**src/b64d_pkg.sv**
```systemverilog
// Types, constants and the character classifier of the base64 stream decoder.
package b64d_pkg;

  localparam int unsigned FifoDepth = 4;

  localparam logic [7:0] CharUpperA = 8'h41;
  localparam logic [7:0] CharUpperZ = 8'h5A;
  localparam logic [7:0] CharLowerA = 8'h61;
  localparam logic [7:0] CharLowerZ = 8'h7A;
  localparam logic [7:0] CharDigit0 = 8'h30;
  localparam logic [7:0] CharDigit9 = 8'h39;
  localparam logic [7:0] CharPlus   = 8'h2B;
  localparam logic [7:0] CharSlash  = 8'h2F;
  localparam logic [7:0] CharPad    = 8'h3D;

  localparam logic [5:0] SextetPlus  = 6'd62;
  localparam logic [5:0] SextetSlash = 6'd63;
  localparam logic [7:0] LowerBias   = 8'd26;
  localparam logic [7:0] DigitBias   = 8'd52;

  typedef struct packed {
    logic       ok;
    logic [5:0] val;
  } sextet_t;

  // Up to three decoded bytes of one input group, already packed in order.
  typedef struct packed {
    logic [7:0] byte0;
    logic [7:0] byte1;
    logic [7:0] byte2;
    logic [1:0] count;
    logic       done;
  } rec_t;

  localparam int unsigned RecW = $bits(rec_t);

  function automatic sextet_t char_to_sextet(logic [7:0] c);
    sextet_t r;
    r.ok  = 1'b1;
    r.val = '0;
    case (c) inside
      [CharUpperA:CharUpperZ]: r.val = 6'(c - CharUpperA);
      [CharLowerA:CharLowerZ]: r.val = 6'(c - CharLowerA + LowerBias);
      [CharDigit0:CharDigit9]: r.val = 6'(c - CharDigit0 + DigitBias);
      CharPlus:                r.val = SextetPlus;
      CharSlash, CharPad:      r.val = SextetSlash;
      default:                 r.ok  = 1'b0;
    endcase
    return r;
  endfunction

endpackage

```
**src/b64d_front.sv**
```systemverilog
// Front end: classifies characters, assembles groups and builds byte records.
module b64d_front (
  input  logic            clk_i,
  input  logic            rst_ni,
  input  logic            accept_i,
  input  logic [7:0]      char_code_i,
  input  logic            end_of_text_i,
  output logic            push_o,
  output b64d_pkg::rec_t  rec_o
);

  logic [1:0] gc_q, gc_d;
  logic [5:0] held_q [3];
  logic [5:0] held_d [3];
  logic       pad_q, pad_d;

  b64d_pkg::sextet_t sx;
  logic       is_pad, complete, store, flush, emit, skip2, skip3;
  logic [1:0] gc_st;
  logic [5:0] v3;
  logic [7:0] b0, b1, b2;

  always_comb begin
    sx       = b64d_pkg::char_to_sextet(char_code_i);
    is_pad   = (char_code_i == b64d_pkg::CharPad);
    complete = sx.ok && (gc_q == 2'd3);
    store    = sx.ok && (gc_q != 2'd3);

    held_d = held_q;
    pad_d  = pad_q;
    if (store) begin
      case (gc_q)
        2'd0: held_d[0] = sx.val;
        2'd1: held_d[1] = sx.val;
        2'd2: begin
          held_d[2] = sx.val;
          pad_d     = is_pad;
        end
        default: ;
      endcase
    end
    gc_st = store ? gc_q + 2'd1 : gc_q;

    // Flush completes a partial group with zero sextets.
    flush = end_of_text_i && !complete && (gc_st != 2'd0);
    emit  = complete || flush;
    v3    = complete ? sx.val : 6'd0;
    skip2 = pad_d;
    skip3 = complete && is_pad;

    b0 = {held_d[0], held_d[1][5:4]};
    b1 = {held_d[1][3:0], held_d[2][5:2]};
    b2 = {held_d[2][1:0], v3};

    rec_o.byte0 = b0;
    rec_o.byte1 = skip2 ? b2 : b1;
    rec_o.byte2 = b2;
    rec_o.count = 2'd1 + {1'b0, !skip2} + {1'b0, !skip3};
    rec_o.done  = end_of_text_i;
    push_o      = accept_i && emit;

    gc_d = gc_st;
    if (end_of_text_i || complete) begin
      gc_d      = 2'd0;
      held_d[0] = '0;
      held_d[1] = '0;
      held_d[2] = '0;
      pad_d     = 1'b0;
    end
  end

  always_ff @(posedge clk_i or negedge rst_ni) begin
    if (!rst_ni) begin
      gc_q      <= 2'd0;
      held_q[0] <= '0;
      held_q[1] <= '0;
      held_q[2] <= '0;
      pad_q     <= 1'b0;
    end else if (accept_i) begin
      gc_q   <= gc_d;
      held_q <= held_d;
      pad_q  <= pad_d;
    end
  end

endmodule

```
**src/b64d_fifo.sv**
```systemverilog
// Short record queue between the front and back ends.
module b64d_fifo #(
  parameter int unsigned DEPTH = b64d_pkg::FifoDepth
) (
  input  logic            clk_i,
  input  logic            rst_ni,
  input  logic            push_i,
  input  b64d_pkg::rec_t  wdata_i,
  input  logic            pop_i,
  output b64d_pkg::rec_t  rdata_o,
  output logic            empty_o,
  output logic            full_o
);

  localparam int unsigned PtrW = (DEPTH > 1) ? $clog2(DEPTH) : 1;
  localparam int unsigned CntW = $clog2(DEPTH + 1);
  localparam logic [PtrW-1:0] LastPtr = PtrW'(DEPTH - 1);

  b64d_pkg::rec_t mem_q [DEPTH];
  logic [PtrW-1:0] wr_ptr_q, wr_ptr_d, rd_ptr_q, rd_ptr_d;
  logic [CntW-1:0] cnt_q, cnt_d;
  logic do_push, do_pop;

  assign empty_o = (cnt_q == '0);
  assign full_o  = (cnt_q == CntW'(DEPTH));
  assign rdata_o = mem_q[rd_ptr_q];
  assign do_push = push_i && !full_o;
  assign do_pop  = pop_i && !empty_o;

  always_comb begin
    wr_ptr_d = wr_ptr_q;
    rd_ptr_d = rd_ptr_q;
    cnt_d    = cnt_q;
    if (do_push) begin
      wr_ptr_d = (wr_ptr_q == LastPtr) ? '0 : wr_ptr_q + PtrW'(1);
    end
    if (do_pop) begin
      rd_ptr_d = (rd_ptr_q == LastPtr) ? '0 : rd_ptr_q + PtrW'(1);
    end
    case ({do_push, do_pop})
      2'b10:   cnt_d = cnt_q + CntW'(1);
      2'b01:   cnt_d = cnt_q - CntW'(1);
      default: cnt_d = cnt_q;
    endcase
  end

  always_ff @(posedge clk_i or negedge rst_ni) begin
    if (!rst_ni) begin
      wr_ptr_q <= '0;
      rd_ptr_q <= '0;
      cnt_q    <= '0;
    end else begin
      wr_ptr_q <= wr_ptr_d;
      rd_ptr_q <= rd_ptr_d;
      cnt_q    <= cnt_d;
    end
  end

  always_ff @(posedge clk_i) begin
    if (do_push) begin
      mem_q[wr_ptr_q] <= wdata_i;
    end
  end

endmodule

```
**src/b64d_back.sv**
```systemverilog
// Back end: serializes queued records into one output byte per transfer.
module b64d_back (
  input  logic            clk_i,
  input  logic            rst_ni,
  input  b64d_pkg::rec_t  rec_i,
  input  logic            empty_i,
  output logic            pop_o,
  output logic            out_valid_o,
  input  logic            out_stall_i,
  output logic [7:0]      data_byte_o,
  output logic            run_last_o,
  output logic            stream_done_o
);

  b64d_pkg::rec_t cur_q;
  logic           cur_valid_q, cur_valid_d;
  logic [1:0]     idx_q, idx_d;
  logic           fire, last_byte;

  assign fire      = cur_valid_q && !out_stall_i;
  assign last_byte = (idx_q == cur_q.count - 2'd1);
  assign pop_o     = !empty_i && (!cur_valid_q || (fire && last_byte));

  always_comb begin
    cur_valid_d = cur_valid_q;
    idx_d       = idx_q;
    if (pop_o) begin
      cur_valid_d = 1'b1;
      idx_d       = 2'd0;
    end else if (fire) begin
      if (last_byte) begin
        cur_valid_d = 1'b0;
      end else begin
        idx_d = idx_q + 2'd1;
      end
    end
  end

  always_ff @(posedge clk_i or negedge rst_ni) begin
    if (!rst_ni) begin
      cur_valid_q <= 1'b0;
      idx_q       <= 2'd0;
    end else begin
      cur_valid_q <= cur_valid_d;
      idx_q       <= idx_d;
    end
  end

  always_ff @(posedge clk_i) begin
    if (pop_o) begin
      cur_q <= rec_i;
    end
  end

  always_comb begin
    case (idx_q)
      2'd0:    data_byte_o = cur_q.byte0;
      2'd1:    data_byte_o = cur_q.byte1;
      default: data_byte_o = cur_q.byte2;
    endcase
  end

  assign out_valid_o   = cur_valid_q;
  assign run_last_o    = last_byte;
  assign stream_done_o = last_byte && cur_q.done;

endmodule

```
**src/base64_stream_decoder_top.sv**
```systemverilog
// Top level of the base64 stream decoder.
// Takes one character per cycle while the record queue has room.
// Emits one decoded byte per cycle while out_stall_i is low; the first byte of an item
// passes through the queue write and the serializer load before it can transfer.
// Input stalls while all FIFO_DEPTH queue entries hold undelivered records.
// Reset (rst_ni low, asynchronous) clears the open group, the queue and
// the output valid.
module base64_stream_decoder_top #(
  parameter int unsigned FIFO_DEPTH = b64d_pkg::FifoDepth
) (
  input  logic       clk_i,
  input  logic       rst_ni,
  input  logic       in_valid_i,
  output logic       in_stall_o,
  input  logic [7:0] char_code_i,
  input  logic       end_of_text_i,
  output logic       out_valid_o,
  input  logic       out_stall_i,
  output logic [7:0] data_byte_o,
  output logic       run_last_o,
  output logic       stream_done_o
);

  b64d_pkg::rec_t push_rec, pop_rec;
  logic push, pop, empty, full, accept;

  assign in_stall_o = full;
  assign accept     = in_valid_i && !full;

  b64d_front u_front (
    .clk_i         (clk_i),
    .rst_ni        (rst_ni),
    .accept_i      (accept),
    .char_code_i   (char_code_i),
    .end_of_text_i (end_of_text_i),
    .push_o        (push),
    .rec_o         (push_rec)
  );

  b64d_fifo #(
    .DEPTH (FIFO_DEPTH)
  ) u_fifo (
    .clk_i   (clk_i),
    .rst_ni  (rst_ni),
    .push_i  (push),
    .wdata_i (push_rec),
    .pop_i   (pop),
    .rdata_o (pop_rec),
    .empty_o (empty),
    .full_o  (full)
  );

  b64d_back u_back (
    .clk_i         (clk_i),
    .rst_ni        (rst_ni),
    .rec_i         (pop_rec),
    .empty_i       (empty),
    .pop_o         (pop),
    .out_valid_o   (out_valid_o),
    .out_stall_i   (out_stall_i),
    .data_byte_o   (data_byte_o),
    .run_last_o    (run_last_o),
    .stream_done_o (stream_done_o)
  );

endmodule

```
**config.mk**
```make
export PLATFORM = sky130hd
export DESIGN_NAME = base64_stream_decoder_top
export DESIGN_NICKNAME = d
export VERILOG_FILES = /design/src/b64d_pkg.sv /design/src/b64d_front.sv /design/src/b64d_fifo.sv /design/src/b64d_back.sv /design/src/base64_stream_decoder_top.sv
export SDC_FILE = /design/constraint.sdc
export NUM_CORES = 1
export LEC_CHECK = 0
export BUFFER_PORTS_ARGS = -buffer_cell sky130_fd_sc_hd__buf_4
export CAP_MARGIN = 25
export CORE_MARGIN = 4
export CORE_UTILIZATION = 40
export DETAILED_ROUTE_END_ITERATION = 7
export PLACE_DENSITY = 0.67
export SYNTH_ARGS = -nofsm -noshare
export SYNTH_HDL_FRONTEND = slang
export SYNTH_SLANG_ARGS = --single-unit
```
**constraint.sdc**
```tcl
create_clock -name clk_i -period 3.2 [get_ports clk_i]
set_clock_uncertainty 0.1 [all_clocks]
set_input_delay 0.48 -clock clk_i [delete_from_list [all_inputs] [get_ports clk_i]]
set_output_delay 0.48 -clock clk_i [all_outputs]
set_load 0.01 [all_outputs]
```
==> results.md, run 1 <==
* Status: finished clean
* Clock share of power at 30.1%
* Vias in the first global route at 4734
* Critical Path Max Stage Delay at 0.47 ns
* Post-synth ARST share at 18.7%
* Dpl cells at 791
* Synth Flop Type: edfxtp_1
* Critical-path top delay cell: a311oi_4
* Final min period at 2.87 ns
* # diodes at 0
* IO Pins at 25
* Net Sw Frac at 28.6%
* Clock transition at path regs at 0.06 ns
* Post-layout util at 48.2%
* Pins Over Slew Limit at 0
* Syn Area/Cell at 14.7 um^2
* Maximum clock path buffer count at 2
* # DRC at 0
* Die Footprint at 21200 um^2
* Area leader, netlist: edfxtp_1
* Crit-path max FO at 11
* Hold Vio Cnt, Final at 0
* Core area at 18600 um^2
* Die Width at 146 um
* RSZ-0062 raised after global routing: false
* Max Cap Violations at 0
* Final antenna-violating net count at 0
* Design Power at 6790 uW
* EDFF count, synth at 135
* Number of core rows at 50
* Wire per inst at 18.7 um
* Detailed Routing Iterations Pass 1 at 5
* WP data required at 3.23 ns
* Gr ovfl total at 0
* Post-synthesis cell count at 515
* Initial Util at 40.7%
* H-tree Lvls at 4
* Leading cell type in the layout, fill and taps excluded: edfxtp_1
* FF/Latch Area at 4830 um^2
* Crit path DAT at 2.90 ns
* Critical-path cell list: buf_4 > inv_2 > ha_1 > nand2_1 > a311oi_4 > o21ai_4 > buf_4 > a21oi_4 > mux2i_4 > inv_2 > a32oi_1 > nand2_1
* Register bit count reported by yosys at 166
* Power Dens Cells at 755 nW/um^2
* Hold crit path type: in2reg
* Syn-to-layout area delta at 18.6%
* WS Path Type: in2reg
* Layout cells sized above 1 at 25.3%
* Worst vdd ir at 0.429 mV
* Worst Path Buf+Inv at 4
* Placed Area at 8380 um^2
* Logic pwr share at 27.3%
* Clk Latency, worst-skew pair at 0.43 ns
* Sequential area share after synthesis at 63.7%
* Gr usage total at 15.5%
* Multi-input gate area at 2660 um^2
* Synth top area share at 53.5%
* Sequential share of power at 42.6%
* Initial antenna violation count at 0
* CTS buffer count at 17
* CTS tree: done
* Pleak at 0.00331 uW
* Period utilisation layout at 89.8%
* Final nets at 614
* Cell family with most CP delay: compound AO/OA/AOI/OAI gates
* Die height at 146 um
* Peak Freq at 348 MHz
* Worst Slack Setup Final at 0.325 ns
* Layout Cells excl Fill at 824
* DR vias/cell at 5.53
* Ranking of synthesized cells by area: edfxtp_1 53%, dfrtp_1 10%, mux4_2 8.0%
* Initial drt markers at 305
* Setup WS pre-CTS at -0.00714 ns
* TritonCTS sink count at 166
* Post-Route WL at 15.4 mm
* Final setup fails at 0
* Rel. slew slack at 44.8%
* Via count at 4558
* Slew @ Worst Pin at 0.822 ns
* RD Place Congestion at 0.909
* Post-route cell area at 8980 um^2
* Critical Path Source Type: input port
* P_int at 4850 uW
* Largest net degree at the start of global routing at 32
* Fill count at 1576
* Syn nets at 552
* Net load switching power at 1940 uW
* I/O Buffers at 24
* Post-Syn Area at 7580 um^2
* Yosys warns at 0
* Critical path endpoint category: flip-flop
* Commonest cells after routing, fill and taps aside: 135 x edfxtp_1, 57 x nand2_1, 57 x buf_4, 30 x dfrtp_1
* First-pass GRT wire length at 25.7 mm
* Post-synth cell types at 66
* Clock Root Buffer: clkbuf_16
* Dpl hpwl at 10.5 mm
==> Yosys cell counts, types with 3 or more instances <==
cell type / instances
mux4_2: 27
ha_1: 23
xnor2_1: 4
edfxtp_1: 135
o22ai_1: 3
nand2b_1: 8
dfrtp_1: 31
inv_1: 20
and3_1: 6
o21ai_0: 22
nand2_1: 57
a22oi_1: 9
a21o_1: 5
and2_1: 10
mux2_2: 4
clkbuf_1: 9
a21oi_1: 12
a22o_1: 14
xor2_1: 3
buf_2: 3
buf_1: 3
nor2b_1: 7
nor3_1: 8
a211oi_1: 6
nand3_1: 6
nor3b_1: 4
nor2_1: 27
==> routing by layer <==
metal,GRT usage (%),vias up,wire length (um),part of all wire [%]
li1,-,2092,-,-
met1,20.9,2319,7030,46
met2,25.2,117,7460,48
met3,3.30,30,660,4.3
met4,5.37,0,284,1.8
met5,0,-,0,0
==> worst reg2reg max path: cells and delay by family, from the launching register on <==
family	cells	cell delay, ns
fa+ha+maj	2	0.52
flops	1	0.42
simple gates	3	0.50
xor+xnor	3	0.47
buf+inv	2	0.23
compound gates	2	0.33
==> worst paths after layout <==
kind,from,cells after the start,slack [ns],endpoint
min,end_of_text_i,1,0.24,u_fifo.mem_q[2][0]
min reg2reg,u_fifo.cnt_q[2],1,0.38,u_fifo.cnt_q[2]
max,char_code_i[0],12,0.33,u_fifo.mem_q[3][12]
max in group asynchronous,rst_ni,2,2.24,u_fifo.rd_ptr_q[0]
min in group asynchronous,rst_ni,2,0.44,u_fifo.wr_ptr_q[1]
max reg2reg,u_back.idx_q[1],12,0.56,u_fifo.cnt_q[2]
==> final cells by class <==
cell class / count / area share [%]
clock buffer: 24 / 5.25
clock inverter: 8 / 1.39
inverter: 21 / 0.933
multi-input combinational: 309 / 29.6
sequential: 166 / 53.8
tap: 234 / 3.26
timing repair buffer: 62 / 5.77
==> power by group through the flow <==
stage,combinational [uW],clock [uW],sequential (uW)
2_1_floorplan,1280,0,2840
3_3_place_gp,1810,0,2930
3_5_place_dp,1880,0,2950
4_1_cts,1890,2080,2900
5_1_grt,2050,2180,2940
6_report,1850,2040,2890
==> flip-flops by register name (all words and copies together), names as in the netlist <==
signal	count
u_fifo.wr_ptr_q	2
u_back.out_valid_o	1
u_fifo.cnt_q	3
u_front.gc_q	2
u_front.held_q	18
u_back.idx_q	2
u_fifo.rd_ptr_q	2
u_fifo.mem_q	108
u_front.pad_q	1
u_back.cur_q	27
==> through the flow <==
step	setup TNS (ns)	hold WS [ns]
floorplan	-0.0368	0.0844
global placement	0	0.339
detailed placement	-0.0474	0.345
CTS	0	0.217
global route	0	0.224
finish	0	0.244
==> cell families after synthesis <==
logic type / Yosys count / synth area share [%]
and+or+nand+nor: 140 / 8.98
xor gates and xnor gates: 7 / 0.809
muxes: 36 / 9.54
DFF: 166 / 63.7
buffers and inverters: 40 / 2.33
AOI/OAI and AO/OA: 102 / 10.5
adders and majority gates: 24 / 4.06
==> timing repair <==
item	in CTS	in global routing
endpoints found under the hold margin	31	0
setup buffers	0	0
resized for setup	0	0
hold buffers	1	0
(Power assumes the default switching activity.)
==> inputs of run 2 (changes only) <==
--- a/config.mk
+++ b/config.mk
@@ -8,9 +8,10 @@
 export BUFFER_PORTS_ARGS = -buffer_cell sky130_fd_sc_hd__buf_4
 export CAP_MARGIN = 25
 export CORE_MARGIN = 4
-export CORE_UTILIZATION = 40
+export CORE_UTILIZATION = 56
 export DETAILED_ROUTE_END_ITERATION = 7
-export PLACE_DENSITY = 0.67
+export GPL_TIMING_DRIVEN = 0
+export PLACE_DENSITY = 0.86
 export SYNTH_ARGS = -nofsm -noshare
 export SYNTH_HDL_FRONTEND = slang
 export SYNTH_SLANG_ARGS = --single-unit
==> run 2 against run 1 <==
Power rose by 0.44%. Worst hold slack improved by 0.0063 ns. Largest cell class unchanged. Count of clock-buffer cells in the layout fell by 2. Routed wire length rose by 15%. Highest routed layer unchanged. Final cell count fell by 7.8%. Combinational power rose by 9%. Cell area fell by 1.5%. Fmax fell by 9.2%. Flip-flop and latch count did not move. First-iteration DRC count rose by 140%. Global-route usage rose by 8.1 points. Clock power fell by 4%. Critical endpoint is now u_fifo.mem_q[0][19].
==> results.md, run 2 (synthesis gave the netlist of run 1 again) <==
* Status: finished clean
* Maximum clock path buffer count at 2
* Initial drt markers at 734
* Hold crit path type: in2reg
* Worst Slack Setup Final at 0.0335 ns
* Pleak at 0.00326 uW
* Post-route cell area at 8850 um^2
* Commonest cells after routing, fill and taps aside: 135 x edfxtp_1, 57 x nand2_1, 35 x buf_4, 31 x dfrtp_1
* Met2 global-route usage at 42.0%
* Met1 Track Usage GR at 28.4%
* Top Registers: u_fifo.mem_q x108, u_back.cur_q x27, u_front.held_q x18
* I/O Buffers at 24
* Slew @ Worst Pin at 1.07 ns
* Gr ovfl total at 0
* Final nets at 608
* TritonCTS sink count at 166
* Final setup fails at 0
* R2R Path Start: u_fifo.cnt_q[0]
* Placed Area at 8120 um^2
* RD Place Congestion at 0.906
* Critical-path cell list: buf_8 > buf_12 > inv_8 > ha_4 > a21o_4 > a311oi_4 > o21ai_4 > and2_4 > a221oi_4 > a21oi_4 > nor2b_4
* Hold Startpoint: end_of_text_i
* GR Util met3 at 4.42%
* RSZ-0062 raised after global routing: true
* Clock Root Buffer: clkbuf_16
* Reg2Reg Depth at 8
* Gr usage total at 23.6%
* Initial antenna violation count at 0
* Period utilisation layout at 99.0%
* Number of core rows at 42
* Core area at 13200 um^2
* Via count at 4889
* Hold Path Depth at 1
* Post-Route WL at 17.7 mm
* Largest Register: u_fifo.mem_q
* Hold Vio Cnt, Final at 0
* Max reg flops at 108
* Detailed Routing Iterations Pass 1 at 5
* Dpl hpwl at 10.7 mm
* Die Width at 124 um
* Clk Latency, worst-skew pair at 0.42 ns
* Vias in the first global route at 5052
* Worst Setup SP: char_code_i[2]
* WP data required at 3.14 ns
* Crit path DAT at 3.10 ns
* Critical path endpoint category: flip-flop
* Final antenna-violating net count at 0
* H-tree Lvls at 4
* Layout cells sized above 1 at 23.8%
* Largest net degree at the start of global routing at 32
* Critical Path Source Type: input port
* Critical Path Max Stage Delay at 0.79 ns
* Clock transition at path regs at 0.06 ns
* Rel. slew slack at 27.7%
* Worst vdd ir at 0.387 mV
* GRT busiest layer: met2
* # DRC at 0
* IO Pins at 25
* Peak Freq at 316 MHz
* FF-to-FF setup slack at 0.19 ns
* Pins Over Slew Limit at 0
* Reg-to-reg endpoint: u_fifo.mem_q[0][19]
* WHS Endpoint: u_fifo.mem_q[0][0]
* CTS tree: done
* Final min period at 3.17 ns
* WS Path Type: in2reg
* Setup WS pre-CTS at -0.579 ns
* Critical-path top delay cell: nor2b_4
* Crit-path max FO at 27
* First-pass GRT wire length at 28.4 mm
* DR vias/cell at 6.43
* Max Cap Violations at 0
* Die Footprint at 15500 um^2
* Leading cell type in the layout, fill and taps excluded: edfxtp_1
* # diodes at 0
* Initial Util at 57.2%
* Fill count at 851
* Die height at 124 um
* CTS buffer count at 17
* Power Dens Cells at 770 nW/um^2
* Wire per inst at 23.3 um
* Syn-to-layout area delta at 16.8%
[run 2: cell types whose count changed in the layout (fill, tap and decap cells not counted), moves of 3 or more]
cell | before | now
buf_12 | 4 | 1
buf_4 | 57 | 35
buf_6 | 0 | 4
buf_1 | 0 | 3
clkinv_2 | 0 | 5
clkbuf_1 | 5 | 11
[run 2: worst max path at each step]
stage                     endpoint  slack [ns]
3_3_place_gp    u_fifo.mem_q[0][9]       -0.53
6_report       u_fifo.mem_q[0][19]        0.03
3_5_place_dp   u_fifo.mem_q[3][19]       -0.58
4_1_cts        u_fifo.mem_q[3][19]      -0.002
2_1_floorplan      u_fifo.cnt_q[2]       -0.04
5_1_grt        u_fifo.mem_q[0][19]        -0.1
[run 2: power by group]
group | switching (uW) | leakage (uW) | total, uW | internal (uW)
clock | 773 | 0.000281 | 1950 | 1180
sequential | 146 | 0.00167 | 2860 | 2710
combinational | 1130 | 0.00131 | 2010 | 876
[run 2: final cells by class]
type | count | area (um^2) | area share, %
Timing Repair Buffer | 39 | 338 | 3.82
Sequential cell | 166 | 4830 | 54.6
Inverter | 21 | 88.8 | 1.00
Tap cell | 176 | 220 | 2.49
Multi-Input combinational cell | 309 | 2700 | 30.5
Clock buffer | 22 | 464 | 5.25
Buffer | 17 | 104 | 1.17
Clock inverter | 10 | 105 | 1.19
[run 2: critical path: cells and delay by family]
family | cells | cell delay, ns
AOI/OAI and AO/OA | 5 | 1.23
adders and majority gates | 1 | 0.16
and+or+nand+nor | 2 | 0.99
buffers and inverters | 3 | 0.22
[run 2: per-stage QoR]
stage | hold slack [ns] | utilization [%] | setup TNS [ns] | cells | power, uW
2_1_floorplan | 0.0844 | - | -0.0368 | 515 | 4110
3_3_place_gp | 0.333 | 61.1 | -62.14 | 715 | 4640
3_5_place_dp | 0.339 | 61.3 | -70.42 | 716 | 4800
4_1_cts | 0.233 | 66.0 | -0.00221 | 752 | 6800
5_1_grt | 0.249 | 66.8 | -8.43 | 760 | 7110
6_report | 0.250 | 66.8 | 0 | 760 | 6820
[run 2: repair_timing]
item,in CTS,in global routing
hold buffers,1,0
cloned,0,0
endpoints found under the setup margin,109,129
gates resized for setup,1,13
pin swaps,1,12
endpoints found under the hold margin,31,0
setup buffers,3,9
[run 2: per-layer routing]
metal	vias up	part of all wire, %
li1	2087	-
met1	2427	36
met2	320	53
met3	55	7.4
met4	0	3.0
met5	-	0
